==> config.mk <==
export PLATFORM = sky130hd
export DESIGN_NAME = shared_exclusive_unit_allocator
export DESIGN_NICKNAME = d
export VERILOG_FILES = /design/src/rtl/core/seua_pkg.sv /design/src/rtl/core/seua_ram.sv /design/src/rtl/core/shared_exclusive_unit_allocator.sv
export SDC_FILE = /design/constraint.sdc
export NUM_CORES = 1
export LEC_CHECK = 0
export BUFFER_PORTS_ARGS = -buffer_cell sky130_fd_sc_hd__buf_2
export CAP_MARGIN = 10
export CORE_ASPECT_RATIO = 1.75
export CORE_UTILIZATION = 30
export DETAILED_ROUTE_END_ITERATION = 10
export PLACE_DENSITY_LB_ADDON = 0.1
export SYNTH_ARGS = -nofsm -noshare
export SYNTH_HDL_FRONTEND = slang
export SYNTH_SLANG_ARGS = --single-unit
export TNS_END_PERCENT = 100
==> constraint.sdc <==
create_clock -name clk -period 5.8 [get_ports clk]
set_clock_uncertainty 0.1 [all_clocks]
set_input_delay 0.29 -clock clk [delete_from_list [all_inputs] [get_ports clk]]
set_output_delay 0.29 -clock clk [all_outputs]
set_load 0.1 [all_outputs]
==> src/rtl/core/seua_pkg.sv <==
// ----------------------------------------------------------------------------
// seua_pkg
// Shared codes, widths and reset values for the shared/exclusive unit
// allocator.
// ----------------------------------------------------------------------------
package seua_pkg;

  typedef logic [3:0] shares_t;
  typedef logic [2:0] unit_idx_t;

  // request kinds
  localparam logic [1:0] KIND_SH_CLAIM = 2'd0;
  localparam logic [1:0] KIND_EX_CLAIM = 2'd1;
  localparam logic [1:0] KIND_SH_REL   = 2'd2;
  localparam logic [1:0] KIND_EX_REL   = 2'd3;

  // configuration register indexes
  localparam logic [1:0] CFG_UNIT_COUNT = 2'd0;
  localparam logic [1:0] CFG_SHARE_CAP  = 2'd1;
  localparam logic [1:0] CFG_EXCL_UNITS = 2'd2;

  // reset values
  localparam logic [3:0] RESET_UNIT_COUNT = 4'd6;
  localparam shares_t    RESET_SHARES     = 4'd4;
  localparam logic [1:0] RESET_EXCL_UNITS = 2'd3;

  // largest exclusive claim
  localparam logic [1:0] MAX_PER_CLAIM = 2'd3;

endpackage

==> src/rtl/core/seua_ram.sv <==
// ----------------------------------------------------------------------------
// seua_ram
// Generic single-write, single-read RAM with a registered read port.
// ----------------------------------------------------------------------------
module seua_ram #(
  parameter int WIDTH = 4,
  parameter int DEPTH = 8,
  localparam int AW = (DEPTH > 1) ? $clog2(DEPTH) : 1
) (
  input  logic                     clk,
  input  logic                     wr_en,
  input  logic [AW-1:0]            wr_addr,
  input  logic [WIDTH-1:0]         wr_data,
  input  logic [AW-1:0]            rd_addr,
  output logic [WIDTH-1:0]         rd_data
);

  logic [WIDTH-1:0] mem [DEPTH];

  always_ff @(posedge clk) begin
    if (wr_en) begin
      mem[wr_addr] <= wr_data;
    end
    rd_data <= mem[rd_addr];
  end

endmodule

==> src/rtl/core/shared_exclusive_unit_allocator.sv <==
// ----------------------------------------------------------------------------
// shared_exclusive_unit_allocator
// Share counters per unit in a RAM; claims scan from unit zero, shared
// releases read-modify-write one entry, exclusive ones reset to capacity.
// ----------------------------------------------------------------------------
// Usage:
//   Requests arrive on the in_ channel (valid/stall), one result word per
//   request leaves on the out_ channel. Configuration goes through cfg_we,
//   cfg_index and cfg_wdata, written by the user only while the block is
//   idle; the block does not enforce this. One request is worked at a
//   time; in_stall is high from acceptance until the output register is loaded.
//   Sequence per request kind, with k units per exclusive claim:
//     shared claim      pipelined scan from unit zero, one read a cycle
//     exclusive claim   scan, then one write a cycle to the k picked units
//     shared release    read, then modify and write back
//     exclusive release one RAM write a cycle to each of the k units
//   The single RAM port pair reads one counter and writes one per cycle.
//   Reset returns the registers to unit_count 6, share_capacity 4,
//   exclusive_units 3, and marks every counter as holding 4 shares through
//   per-entry valid bits; no clearing pass is needed.
//   A stalled result holds in the output register; the next request may be
//   accepted and worked meanwhile, and its result waits until the slot frees.
module shared_exclusive_unit_allocator #(
  parameter int MAX_UNITS = 8
) (
  input  logic       clk,
  input  logic       rst_n,
  // configuration
  input  logic       cfg_we,
  input  logic [1:0] cfg_index,
  input  logic [3:0] cfg_wdata,
  // requests
  input  logic       in_valid,
  output logic       in_stall,
  input  logic [1:0] in_kind,
  input  logic       in_held_valid,
  input  logic [2:0] in_unit_a,
  input  logic [2:0] in_unit_b,
  input  logic [2:0] in_unit_c,
  // results
  output logic       out_valid,
  input  logic       out_stall,
  output logic       out_ok,
  output logic [1:0] out_granted_count,
  output logic [2:0] out_grant_a,
  output logic [2:0] out_grant_b,
  output logic [2:0] out_grant_c
);

  localparam int AW = (MAX_UNITS > 1) ? $clog2(MAX_UNITS) : 1;
  localparam int NW = AW + 1;

  localparam logic [2:0] S_IDLE  = 3'd0;
  localparam logic [2:0] S_SCAN  = 3'd1;
  localparam logic [2:0] S_XWR   = 3'd2;
  localparam logic [2:0] S_RDREL = 3'd3;
  localparam logic [2:0] S_DONE  = 3'd4;

  // configuration registers
  logic [3:0]        ucnt_r;
  seua_pkg::shares_t cap_r;
  logic [1:0]        xun_r;

  // request and sequencer state
  logic [2:0]          state_r, state_nxt;
  logic [1:0]          kind_r, kind_nxt;
  logic [NW-1:0]       sc_r, sc_nxt;
  logic                rd_pend_r, rd_pend_nxt;
  logic [AW-1:0]       rd_addr_r;
  logic                rd_vld_r;
  logic [1:0]          found_r, found_nxt;
  logic [1:0]          w_r, w_nxt;
  logic [AW-1:0]       tgt_r [3];
  logic [AW-1:0]       tgt_nxt [3];
  logic [2:0]          wmask_r, wmask_nxt;
  seua_pkg::shares_t   wval_r, wval_nxt;
  logic                res_ok_r, res_ok_nxt;
  logic [1:0]          res_cnt_r, res_cnt_nxt;
  seua_pkg::unit_idx_t gr_r [3];
  seua_pkg::unit_idx_t gr_nxt [3];
  logic [MAX_UNITS-1:0] vld_r;

  // output register
  logic                out_valid_r, out_valid_nxt;
  logic                out_ok_r, out_ok_nxt;
  logic [1:0]          out_cnt_r, out_cnt_nxt;
  seua_pkg::unit_idx_t out_gr_r [3];
  seua_pkg::unit_idx_t out_gr_nxt [3];

  // RAM ports
  logic              ram_we;
  logic [AW-1:0]     ram_waddr;
  seua_pkg::shares_t ram_wdata;
  logic [AW-1:0]     ram_raddr;
  seua_pkg::shares_t ram_rdata;

  logic [NW-1:0]     n_lim;
  logic [1:0]        k_lim;
  seua_pkg::shares_t cur_v;
  logic              issue;
  logic              accept;

  seua_ram #(
    .WIDTH (4),
    .DEPTH (MAX_UNITS)
  ) u_cnt_ram (
    .clk     (clk),
    .wr_en   (ram_we),
    .wr_addr (ram_waddr),
    .wr_data (ram_wdata),
    .rd_addr (ram_raddr),
    .rd_data (ram_rdata)
  );

  assign n_lim = (32'(ucnt_r) > MAX_UNITS) ? NW'(MAX_UNITS) : NW'(ucnt_r);
  assign k_lim = (xun_r > seua_pkg::MAX_PER_CLAIM) ? seua_pkg::MAX_PER_CLAIM : xun_r;

  // an entry never written still holds its reset share count
  assign cur_v  = rd_vld_r ? ram_rdata : seua_pkg::RESET_SHARES;
  assign issue  = (sc_r < n_lim);
  assign accept = in_valid && (state_r == S_IDLE);

  assign in_stall          = (state_r != S_IDLE);
  assign out_valid         = out_valid_r;
  assign out_ok            = out_ok_r;
  assign out_granted_count = out_cnt_r;
  assign out_grant_a       = out_gr_r[0];
  assign out_grant_b       = out_gr_r[1];
  assign out_grant_c       = out_gr_r[2];

  always_comb begin
    state_nxt   = state_r;
    kind_nxt    = kind_r;
    sc_nxt      = sc_r;
    rd_pend_nxt = rd_pend_r;
    found_nxt   = found_r;
    w_nxt       = w_r;
    tgt_nxt     = tgt_r;
    wmask_nxt   = wmask_r;
    wval_nxt    = wval_r;
    res_ok_nxt  = res_ok_r;
    res_cnt_nxt = res_cnt_r;
    gr_nxt      = gr_r;
    ram_we      = 1'b0;
    ram_waddr   = rd_addr_r;
    ram_wdata   = cur_v;
    ram_raddr   = '0;

    out_valid_nxt = out_valid_r && out_stall;
    out_ok_nxt    = out_ok_r;
    out_cnt_nxt   = out_cnt_r;
    out_gr_nxt    = out_gr_r;

    unique case (state_r)
      S_IDLE: begin
        ram_raddr = AW'(in_unit_a);
        if (accept) begin
          kind_nxt    = in_kind;
          sc_nxt      = '0;
          rd_pend_nxt = 1'b0;
          found_nxt   = '0;
          w_nxt       = '0;
          res_ok_nxt  = 1'b0;
          res_cnt_nxt = '0;
          gr_nxt[0]   = '0;
          gr_nxt[1]   = '0;
          gr_nxt[2]   = '0;
          if (k_lim == '0) begin
            state_nxt = S_DONE;
          end else begin
            unique case (in_kind) inside
              seua_pkg::KIND_SH_CLAIM,
              seua_pkg::KIND_EX_CLAIM: begin
                state_nxt = S_SCAN;
              end
              seua_pkg::KIND_SH_REL: begin
                res_ok_nxt = in_held_valid;
                if (in_held_valid && (int'(in_unit_a) < int'(n_lim))) begin
                  state_nxt = S_RDREL;
                end else begin
                  state_nxt = S_DONE;
                end
              end
              seua_pkg::KIND_EX_REL: begin
                res_ok_nxt   = in_held_valid;
                tgt_nxt[0]   = AW'(in_unit_a);
                tgt_nxt[1]   = AW'(in_unit_b);
                tgt_nxt[2]   = AW'(in_unit_c);
                wmask_nxt[0] = (int'(in_unit_a) < int'(n_lim));
                wmask_nxt[1] = (int'(in_unit_b) < int'(n_lim));
                wmask_nxt[2] = (int'(in_unit_c) < int'(n_lim));
                wval_nxt     = cap_r;
                state_nxt    = in_held_valid ? S_XWR : S_DONE;
              end
              default: begin
                state_nxt = S_DONE;
              end
            endcase
          end
        end
      end

      S_SCAN: begin
        // one read issued per cycle, data checked the cycle after
        ram_raddr   = sc_r[AW-1:0];
        rd_pend_nxt = issue;
        if (issue) begin
          sc_nxt = sc_r + NW'(1);
        end
        if (kind_r == seua_pkg::KIND_SH_CLAIM) begin
          if (rd_pend_r && (cur_v != '0)) begin
            ram_we      = 1'b1;
            ram_waddr   = rd_addr_r;
            ram_wdata   = cur_v - 4'd1;
            res_ok_nxt  = 1'b1;
            res_cnt_nxt = 2'd1;
            gr_nxt[0]   = 3'(rd_addr_r);
            state_nxt   = S_DONE;
          end else if (!rd_pend_r && !issue) begin
            state_nxt = S_DONE;
          end
        end else begin
          if (rd_pend_r && (cur_v == cap_r)) begin
            tgt_nxt[found_r] = rd_addr_r;
            gr_nxt[found_r]  = 3'(rd_addr_r);
            found_nxt        = found_r + 2'd1;
            if ((found_r + 2'd1) == k_lim) begin
              wmask_nxt   = 3'b111;
              wval_nxt    = '0;
              w_nxt       = '0;
              res_ok_nxt  = 1'b1;
              res_cnt_nxt = k_lim;
              state_nxt   = S_XWR;
            end
          end else if (!rd_pend_r && !issue) begin
            // too few free units: drop partial picks
            gr_nxt[0] = '0;
            gr_nxt[1] = '0;
            gr_nxt[2] = '0;
            state_nxt = S_DONE;
          end
        end
      end

      S_XWR: begin
        ram_we    = wmask_r[w_r];
        ram_waddr = tgt_r[w_r];
        ram_wdata = wval_r;
        if (w_r == (k_lim - 2'd1)) begin
          state_nxt = S_DONE;
        end else begin
          w_nxt = w_r + 2'd1;
        end
      end

      S_RDREL: begin
        if (cur_v < cap_r) begin
          ram_we    = 1'b1;
          ram_waddr = rd_addr_r;
          ram_wdata = cur_v + 4'd1;
        end
        state_nxt = S_DONE;
      end

      S_DONE: begin
        // hold the result until the output slot frees
        if (!out_valid_r || !out_stall) begin
          out_valid_nxt = 1'b1;
          out_ok_nxt    = res_ok_r;
          out_cnt_nxt   = res_cnt_r;
          out_gr_nxt    = gr_r;
          state_nxt     = S_IDLE;
        end
      end

      default: begin
        state_nxt = S_IDLE;
      end
    endcase
  end

  always_ff @(posedge clk) begin
    if (!rst_n) begin
      ucnt_r      <= seua_pkg::RESET_UNIT_COUNT;
      cap_r       <= seua_pkg::RESET_SHARES;
      xun_r       <= seua_pkg::RESET_EXCL_UNITS;
      state_r     <= S_IDLE;
      rd_pend_r   <= 1'b0;
      vld_r       <= '0;
      out_valid_r <= 1'b0;
    end else begin
      if (cfg_we) begin
        unique case (cfg_index)
          seua_pkg::CFG_UNIT_COUNT: ucnt_r <= cfg_wdata;
          seua_pkg::CFG_SHARE_CAP:  cap_r  <= cfg_wdata;
          seua_pkg::CFG_EXCL_UNITS: xun_r  <= cfg_wdata[1:0];
          default: ;
        endcase
      end
      state_r     <= state_nxt;
      rd_pend_r   <= rd_pend_nxt;
      out_valid_r <= out_valid_nxt;
      if (ram_we) begin
        vld_r[ram_waddr] <= 1'b1;
      end
    end
  end

  always_ff @(posedge clk) begin
    kind_r    <= kind_nxt;
    sc_r      <= sc_nxt;
    rd_addr_r <= ram_raddr;
    rd_vld_r  <= vld_r[ram_raddr];
    found_r   <= found_nxt;
    w_r       <= w_nxt;
    tgt_r     <= tgt_nxt;
    wmask_r   <= wmask_nxt;
    wval_r    <= wval_nxt;
    res_ok_r  <= res_ok_nxt;
    res_cnt_r <= res_cnt_nxt;
    gr_r      <= gr_nxt;
    out_ok_r  <= out_ok_nxt;
    out_cnt_r <= out_cnt_nxt;
    out_gr_r  <= out_gr_nxt;
  end

endmodule
==> reports/qor.yml, run 1 <==
status: "completed"
hold_buffers: 0
netlist_area_sq_um: 5650
power_density_nw_per_um2: 385
crit_required_ps: 5730
cap_violations: 0
track_usage: 0.168
path_clk_slew_ps: 70
fin_ws_ps: 2700
tightest_slew_ps: 894
timing_hold_violations_final: 0
max_slew_margin: 0.399
grt_pass1_wl_um: 23800
numCtsBuffers: 17
rsz0062_at_grt: "no"
drc: 0
row_count: 66
slowest_delay_ps: 780
critPathKind: "reg2reg"
fp.coreArea_sq_um: 18500
ys_warn_count: 0
insertedDiodeCount: 0
timing.fmax_mhz: 322
wl_per_cell_um: 19.6
antenna_found_initial: 0
area_growth_pct: 18.1
post-route-period-util: 0.535
r2r_slack_ps: 2700
syn_nets: 540
cts_setup_buffers: 0
worstSkewPairLatency_ps: 410
dp_slack_ps: 2590
avgSynthCellArea_sq_um: 11.4
drive_above_1_share: 0.165
place.gp.congestion: 0.811
worstSetupStartpointType: "flip-flop"
arrival_ps: 3030
dieHeight_um: 184
cp_slowest_cell: "dfxtp_1"
drt-total-wl_um: 15400
post-route-min-period_ps: 3100
yosysUniqueCellTypes: 66
rr_worst_depth: 6
crit_chain: "inv_2 > or3_1 > buf_4 > nor2_4 > a31oi_4 > nor3b_1"
hold_class: "in2reg"
die_w_um: 106
hold_end: "kind_r[1]"
routed_via_density: 5.10
initial_core_util: 0.305
postLayoutCoreUtil: 0.361
cts.sinks: 113
setup_viol: 0
synth_edf_count: 82
cts_resized: 0
synth_ff_type: "edfxtp_1"
grt_max_degree: 36
crit_buf_inv: 2
async_flop_share: 0
vias: 4006
pin_count: 37
die_area_sq_um: 19400
io_buffers: 36
grt_pass1_vias: 4172
vdd_drop_max_mv: 0.201
cp_max_fo: 35
cts-root-buf: "clkbuf_16"
timing.rr.start: "state_r[0]"
num-nets-final: 577
cts_buffer_depth: 2
cts_tree: "built"
hold_path_depth: 1
ys_ff_latch: 113
dpl.hpwl_um: 11700
timing.rr.end: "u_cnt_ram.mem[1][0]"
maxSlewViolCount: 0
grt-ovfl-total: 0
ys_seq_area_frac: 0.546
endpoint_kind: "flip-flop"
hold_start: "in_kind[1]"
drtIter0Drc: 188
fin_tns_setup_ps: 0
p_leak_nw: 2.49
dr.pass1.iters: 4
cp_top_family: "simple AND/OR/NAND/NOR gates"
netlist_instances: 497
ant_nets: 0
htree_levels: 4
## worst max path at each step
stage                     startpoint                   to  slack (ps)  depth (start not counted)
after floorplan             rd_vld_r  u_cnt_ram.mem[1][0]        3230                          9
after detailed placement  state_r[0]              gr_r[1]        2590                          4
after global routing      state_r[0]  u_cnt_ram.mem[6][2]        2470                          6
after global placement    state_r[0]              gr_r[2]        2610                          4
final                     state_r[0]  u_cnt_ram.mem[1][0]        2700                          6
after CTS                 state_r[0]              gr_r[5]        2580                          4
## metrics by stage
stage	power (W)	area, sq um	instances	hold WS (ps)
2_1_floorplan	0.00135	5650	497	289
3_3_place_gp	0.00149	6050	752	308
6_report	0.00257	6670	785	21.8
4_1_cts	0.00260	6670	784	15.0
3_5_place_dp	0.00149	6050	752	308
5_1_grt	0.00267	6670	785	16.4
## flip-flops by register name, summed over array words and instances (netlist names), 4 cells and up
register,cells
u_cnt_ram.mem,32
u_cnt_ram.rd_data,4
sc_r,4
cap_r,4
wval_r,4
vld_r,8
tgt_r,9
ucnt_r,4
gr_r,9
## cell families after synthesis
logic type / share of synthesized area
AOI/OAI and AO/OA: 0.125
xor gates and xnor gates: 0.0124
adders and majority gates: 0.0443
buffers and inverters: 0.0348
DFF: 0.546
muxes: 0.0879
and+or+nand+nor: 0.150
## worst reg2reg max path: cells and delay by family, from the launching register on
kind / cells / cell delay [ps]
compound gates: 1 / 130
buf+inv: 2 / 450
simple gates: 3 / 1260
flops: 1 / 780
## final cells by class
class	instances	area (sq um)
multi-input combinational	342	2380
inverter	18	67.6
sequential	113	3080
tap	238	298
timing repair buffer	42	223
clock inverter	13	186
fill	1882	11800
clock buffer	19	433
## where the power goes
group | internal, W | total, W | switching (W)
Clock | 0.000719 | 0.00110 | 0.000376
Combinational | 0.000148 | 0.000454 | 0.000306
Sequential | 0.000953 | 0.00102 | 0.0000666
## synth_stat cells (2+ instances only)
cell	n	area [sq um]
buf_2	4	20.0
o41ai_1	3	26.3
a32oi_1	2	17.5
o211ai_1	5	37.5
nand3b_1	5	37.5
nand2_1	55	206
nor2b_1	7	43.8
nor4_1	2	12.5
a22oi_1	4	30.0
o221ai_1	2	17.5
buf_4	7	52.6
mux2_2	5	56.3
xor2_1	2	17.5
nor4b_1	3	26.3
o32ai_1	2	17.5
inv_1	17	63.8
a211oi_1	2	15.0
o31ai_1	3	22.5
ha_1	20	250
nand3_1	10	50.1
xnor2_1	6	52.6
mux2i_1	44	440
o21ai_0	24	120
nor3_1	13	65.1
and2_1	3	18.8
nand2b_1	11	68.8
o31ai_2	2	25.0
nor3b_1	7	52.6
nand4_1	3	18.8
nor2_1	36	135
edfxtp_1	82	2460
o21a_1	12	90.1
dfxtp_1	31	621
a21oi_1	21	105
clkbuf_1	11	41.3
## metal layers
| metal | global-route usage | share of wire | vias up |
|---|---|---|---|
| met3 | 0.0273 | 0.023 | 28 |
| met1 | 0.174 | 0.38 | 1955 |
| li1 | - | - | 1925 |
| met4 | 0.0817 | 0.034 | 0 |
| met5 | 0 | 0 | - |
| met2 | 0.320 | 0.56 | 98 |
## cells in the final DEF, fill, tap and decap left out, types with 5 or more instances in the layout
| master | count |
|---|---|
| nand3_1 | 10 |
| nor2b_1 | 7 |
| mux2i_1 | 44 |
| o211ai_1 | 5 |
| nor2_1 | 36 |
| nand2b_1 | 11 |
| o21ai_0 | 24 |
| o21a_1 | 12 |
| clkbuf_16 | 17 |
| nor3b_1 | 7 |
| mux2_2 | 5 |
| dfxtp_1 | 31 |
| nand2_1 | 55 |
| xnor2_1 | 6 |
| edfxtp_1 | 82 |
| buf_2 | 37 |
| nor3_1 | 11 |
| a21oi_1 | 21 |
| nand3b_1 | 5 |
| ha_1 | 20 |
| inv_1 | 17 |
| buf_4 | 5 |
No activity file was read; power rests on OpenSTA's default activity.
==> inputs of run 2 (changes only) <==
- clock period: 5.8 -> 3.1 ns (I/O delays scaled with it)
==> reports/qor.yml, run 2 (synthesis gave the netlist of run 1 again) <==
final_area_sq_um: 6910
numCtsBuffers: 17
wl_per_cell_um: 19.7
ant_nets: 0
hold_start: "in_valid"
setup_viol: 0
rr_worst_depth: 7
dieHeight_um: 184
path_common_cell: "o21ai_0"
dr.pass1.iters: 4
track_usage: 0.176
crit_buf_inv: 0
arrival_ps: 2870
antenna_found_initial: 0
crit_required_ps: 3030
layout_common_cells: "edfxtp_1, nand2_1, mux2i_1"
cts.sinks: 113
hold_end: "state_r[1]"
area_growth_pct: 22.3
timing.rr.end: "u_cnt_ram.mem[6][3]"
cp_top_family: "compound AO/OA/AOI/OAI gates"
top_register: "u_cnt_ram.mem"
cts_setup_buffers: 0
timing.fmax_mhz: 340
power_density_nw_per_um2: 687
worstSetupStartpointType: "flip-flop"
pin_count: 37
path_clk_slew_ps: 60
multi_input_area_sq_um: 2390
dpl.hpwl_um: 12200
p_leak_nw: 2.62
crit_chain: "nand2b_1 > ha_1 > o21ai_0 > a21oi_1 > o21ai_0 > a31oi_4 > nor3_1"
status: "completed"
hold_class: "in2reg"
drt-total-wl_um: 16000
tightest_slew_ps: 751
drive_above_1_share: 0.182
drtIter0Drc: 181
endpoint_kind: "flip-flop"
rsz0062_at_grt: "yes"
r2r_slack_ps: 160
num-nets-final: 608
fp.coreArea_sq_um: 18500
vdd_drop_max_mv: 0.360
die_area_sq_um: 19400
cts_buffer_depth: 2
post-route-min-period_ps: 2940
place_area_sq_um: 6170
cp_max_fo: 16
die_w_um: 106
vias: 4098
initial_core_util: 0.305
regArea_sq_um: 3080
grt_pass1_vias: 4258
layout_commonest_cell: "edfxtp_1"
cts-root-buf: "clkbuf_16"
largestRegisters: "u_cnt_ram.mem: 32 flops, gr_r: 9 flops, tgt_r: 9 flops"
cts_tree: "built"
drc: 0
slowest_delay_ps: 600
post-route-period-util: 0.948
io_buffers: 36
worstSkewPairLatency_ps: 410
routed_via_density: 5.02
largest_reg_flops: 32
place.gp.congestion: 0.811
grt-ovfl-total: 0
cp_slowest_cell: "nor3_1"
fin_tns_setup_ps: 0
hold_path_depth: 3
timing_hold_violations_final: 0
timing.rr.start: "rd_vld_r"
fin_ws_ps: 162
dp_slack_ps: 166
maxSlewViolCount: 0
row_count: 66
max_slew_margin: 0.498
n_fill_cell: 1874
postLayoutCoreUtil: 0.374
grt_pass1_wl_um: 24700
insertedDiodeCount: 0
grt_max_degree: 35
htree_levels: 4
critPathKind: "reg2reg"
cap_violations: 0
run 2: changes by cell type in the layout (fill, tap and decap cells not counted), moves of 3 or more:
cell | previous run | this run
dlygate4sd3_1 | 0 | 16
clkinv_4 | 3 | 0
clkinv_2 | 1 | 5
buf_4 | 5 | 21
run 2: tightest hold or removal path, cell delays in order:
cell and delay [ps]:
buf_2 130, o21ai_0 150, a211oi_1 70
run 2: cell type report:
class | count | share of cell area
Tap cell | 238 | 0.0431
Sequential cell | 113 | 0.446
Inverter | 18 | 0.00978
Clock buffer | 20 | 0.0632
Multi-Input combinational cell | 342 | 0.345
Timing Repair Buffer | 73 | 0.0721
Clock inverter | 12 | 0.0205
run 2: worst max path at each step:
stage / start / slack, ps / cells past startpoint / to
floorplan: rd_vld_r / 530 / 9 / u_cnt_ram.mem[1][0]
global placement: rd_vld_r / 240 / 7 / u_cnt_ram.mem[6][1]
detailed placement: rd_vld_r / 170 / 7 / u_cnt_ram.mem[6][2]
CTS: rd_vld_r / 150 / 7 / u_cnt_ram.mem[6][3]
global route: rd_vld_r / -60 / 7 / u_cnt_ram.mem[6][3]
finish: rd_vld_r / 160 / 7 / u_cnt_ram.mem[6][3]
run 2: timing repair:
action | in CTS | in global routing
resized for setup | 0 | 1
hold buffers | 16 | 0
endpoints found under the hold margin | 23 | 0
endpoints found under the setup margin | 0 | 24
run 2: per-stage QoR:
| stage | hold WS [ps] | power [W] | cells |
|---|---|---|---|
| 2_1_floorplan | 154 | 0.00253 | 497 |
| 3_3_place_gp | 295 | 0.00284 | 768 |
| 3_5_place_dp | 302 | 0.00284 | 768 |
| 4_1_cts | 34.9 | 0.00480 | 816 |
| 5_1_grt | 62.2 | 0.00494 | 816 |
| 6_report | 52.4 | 0.00475 | 816 |
run 2: where the power goes:
group          leakage (nW)  total, W  switching, W  internal (W)
combinational          1.32  0.000919      0.000598      0.000321
clock                 0.277   0.00193      0.000683       0.00125
sequential             1.02   0.00190      0.000114       0.00178
total                  2.62   0.00475       0.00139       0.00335
run 2: layer usage:
layer,track usage,wire length [um],up-vias
met5,0,0,-
met4,0.116,818,0
met3,0.0312,361,41
met2,0.334,8980,83
met1,0.171,5890,1991
li1,-,-,1983
==> inputs of run 3 (changes only) <==
- clock period: 3.1 -> 2.7 ns (I/O delays scaled with it)
==> reports/qor.yml, run 3 (synthesis gave the netlist of run 1 again) <==
status: "completed"
drtIter0Drc: 145
cts_tree: "built"
layout_common_cells: "edfxtp_1, nand2_1, mux2i_1"
cts.sinks: 113
clockPowerShare: 0.403
routed_via_density: 4.96
die_area_sq_um: 19400
max_slew_margin: 0.600
htree_levels: 4
io_buffers: 36
ant_nets: 0
timing_hold_violations_final: 0
crit_required_ps: 2650
fin_ws_ps: 78.0
wl_per_cell_um: 19.0
track_usage: 0.176
row_count: 66
pin_count: 37
cts-root-buf: "clkbuf_16"
maxSlewViolCount: 0
area_growth_pct: 25.0
power_switching_w: 0.00160
grt-ovfl-total: 0
hold_start: "rst_n"
numCtsBuffers: 17
largestRegisters: "u_cnt_ram.mem: 32 flops, gr_r: 9 flops, tgt_r: 9 flops"
fp.coreArea_sq_um: 18500
grt_pass1_wl_um: 24800
post-route-min-period_ps: 2620
grt_max_degree: 35
worstSetupStartpointType: "flip-flop"
cts_setup_buffers: 0
drt-total-wl_um: 15800
dpl.hpwl_um: 12300
path_clk_slew_ps: 60
hold_end: "xun_r[1]"
finalHoldWorstSlack_ps: 36.9
r2r_slack_ps: 80
p_seq_frac: 0.396
rr_worst_depth: 8
cap_violations: 0
intPower_w: 0.00389
vdd_drop_max_mv: 0.385
hold_path_depth: 3
worstSkewPairLatency_ps: 410
arrival_ps: 2570
insertedDiodeCount: 0
largest_reg_flops: 32
endpoint_kind: "flip-flop"
drc: 0
power_density_nw_per_um2: 777
crit_start: "rd_vld_r"
postLayoutCoreUtil: 0.382
dieHeight_um: 184
place.gp.congestion: 0.812
drive_above_1_share: 0.207
tightest_slew_ps: 599
place_inst: 783
antenna_found_initial: 0
critPathKind: "reg2reg"
hold_class: "in2reg"
timing.rr.end: "u_cnt_ram.mem[0][0]"
initial_core_util: 0.305
grt_pass1_vias: 4407
timing.fmax_mhz: 381
rsz0062_at_grt: "yes"
switching_share: 0.291
combPwrFrac: 0.201
timing.rr.start: "rd_vld_r"
vias: 4128
dp_slack_ps: -45.8
die_w_um: 106
num-nets-final: 624
cts_buffer_depth: 2
fin_tns_setup_ps: 0
top_register: "u_cnt_ram.mem"
cp_max_fo: 13
fin_cells: 832
p_leak_nw: 2.70
setup_viol: 0
dr.pass1.iters: 4
post-route-period-util: 0.971
layout_commonest_cell: "edfxtp_1"
## run 3: worst max-delay path, stage by stage, from the launching register on
cell	delay, ps
dfxtp_1	410
and2_1	250
ha_1	260
o21ai_0	70
a21oi_1	70
o21ai_0	180
buf_4	150
a31oi_4	190
nor3b_1	580
## run 3: repair_timing
action / CTS / global route
gates resized for setup: 2 / 5
hold buffers: 17 / 0
endpoints found under the setup margin: 4 / 44
hold endpoints to repair: 24 / 0
## run 3: final cells by class
type / instances / area [sq um]
clock buffers: 20 / 437
clock inverters: 12 / 141
multi-input cells: 342 / 2400
repair buffers: 89 / 633
inverters: 18 / 67.6
fillers: 1893 / 11400
flip-flops and latches: 113 / 3080
well taps: 238 / 298
## run 3: layer usage
metal | up-vias | wire length (um) | track usage
met2 | 85 | 8790 | 0.330
met1 | 1996 | 5900 | 0.175
li1 | 2014 | - | -
met3 | 33 | 401 | 0.0326
met5 | - | 0 | 0
met4 | 0 | 743 | 0.114
## run 3: power groups by stage
| stage | registers [W] | logic (W) | clock network, W |
|---|---|---|---|
| global route | 0.00219 | 0.00120 | 0.00233 |
| global placement | 0.00221 | 0.00109 | 0 |
| detailed placement | 0.00221 | 0.00108 | 0 |
| finish | 0.00217 | 0.00110 | 0.00221 |
| CTS | 0.00217 | 0.00111 | 0.00227 |
| floorplan | 0.00222 | 0.000677 | 0 |
## run 3: how the worst max path moves through the flow
stage                                to  slack (ps)
CTS                            res_ok_r          40
global placement           res_cnt_r[0]         -20
detailed placement         res_cnt_r[0]         -50
global route        u_cnt_ram.mem[6][1]        -190
floorplan           u_cnt_ram.mem[1][0]         130
finish              u_cnt_ram.mem[0][0]          80
## run 3: stage by stage
step	instance area [sq um]	total power, W
2_1_floorplan	5650	0.00290
3_3_place_gp	6290	0.00329
3_5_place_dp	6290	0.00329
4_1_cts	7050	0.00555
5_1_grt	7060	0.00573
6_report	7060	0.00549
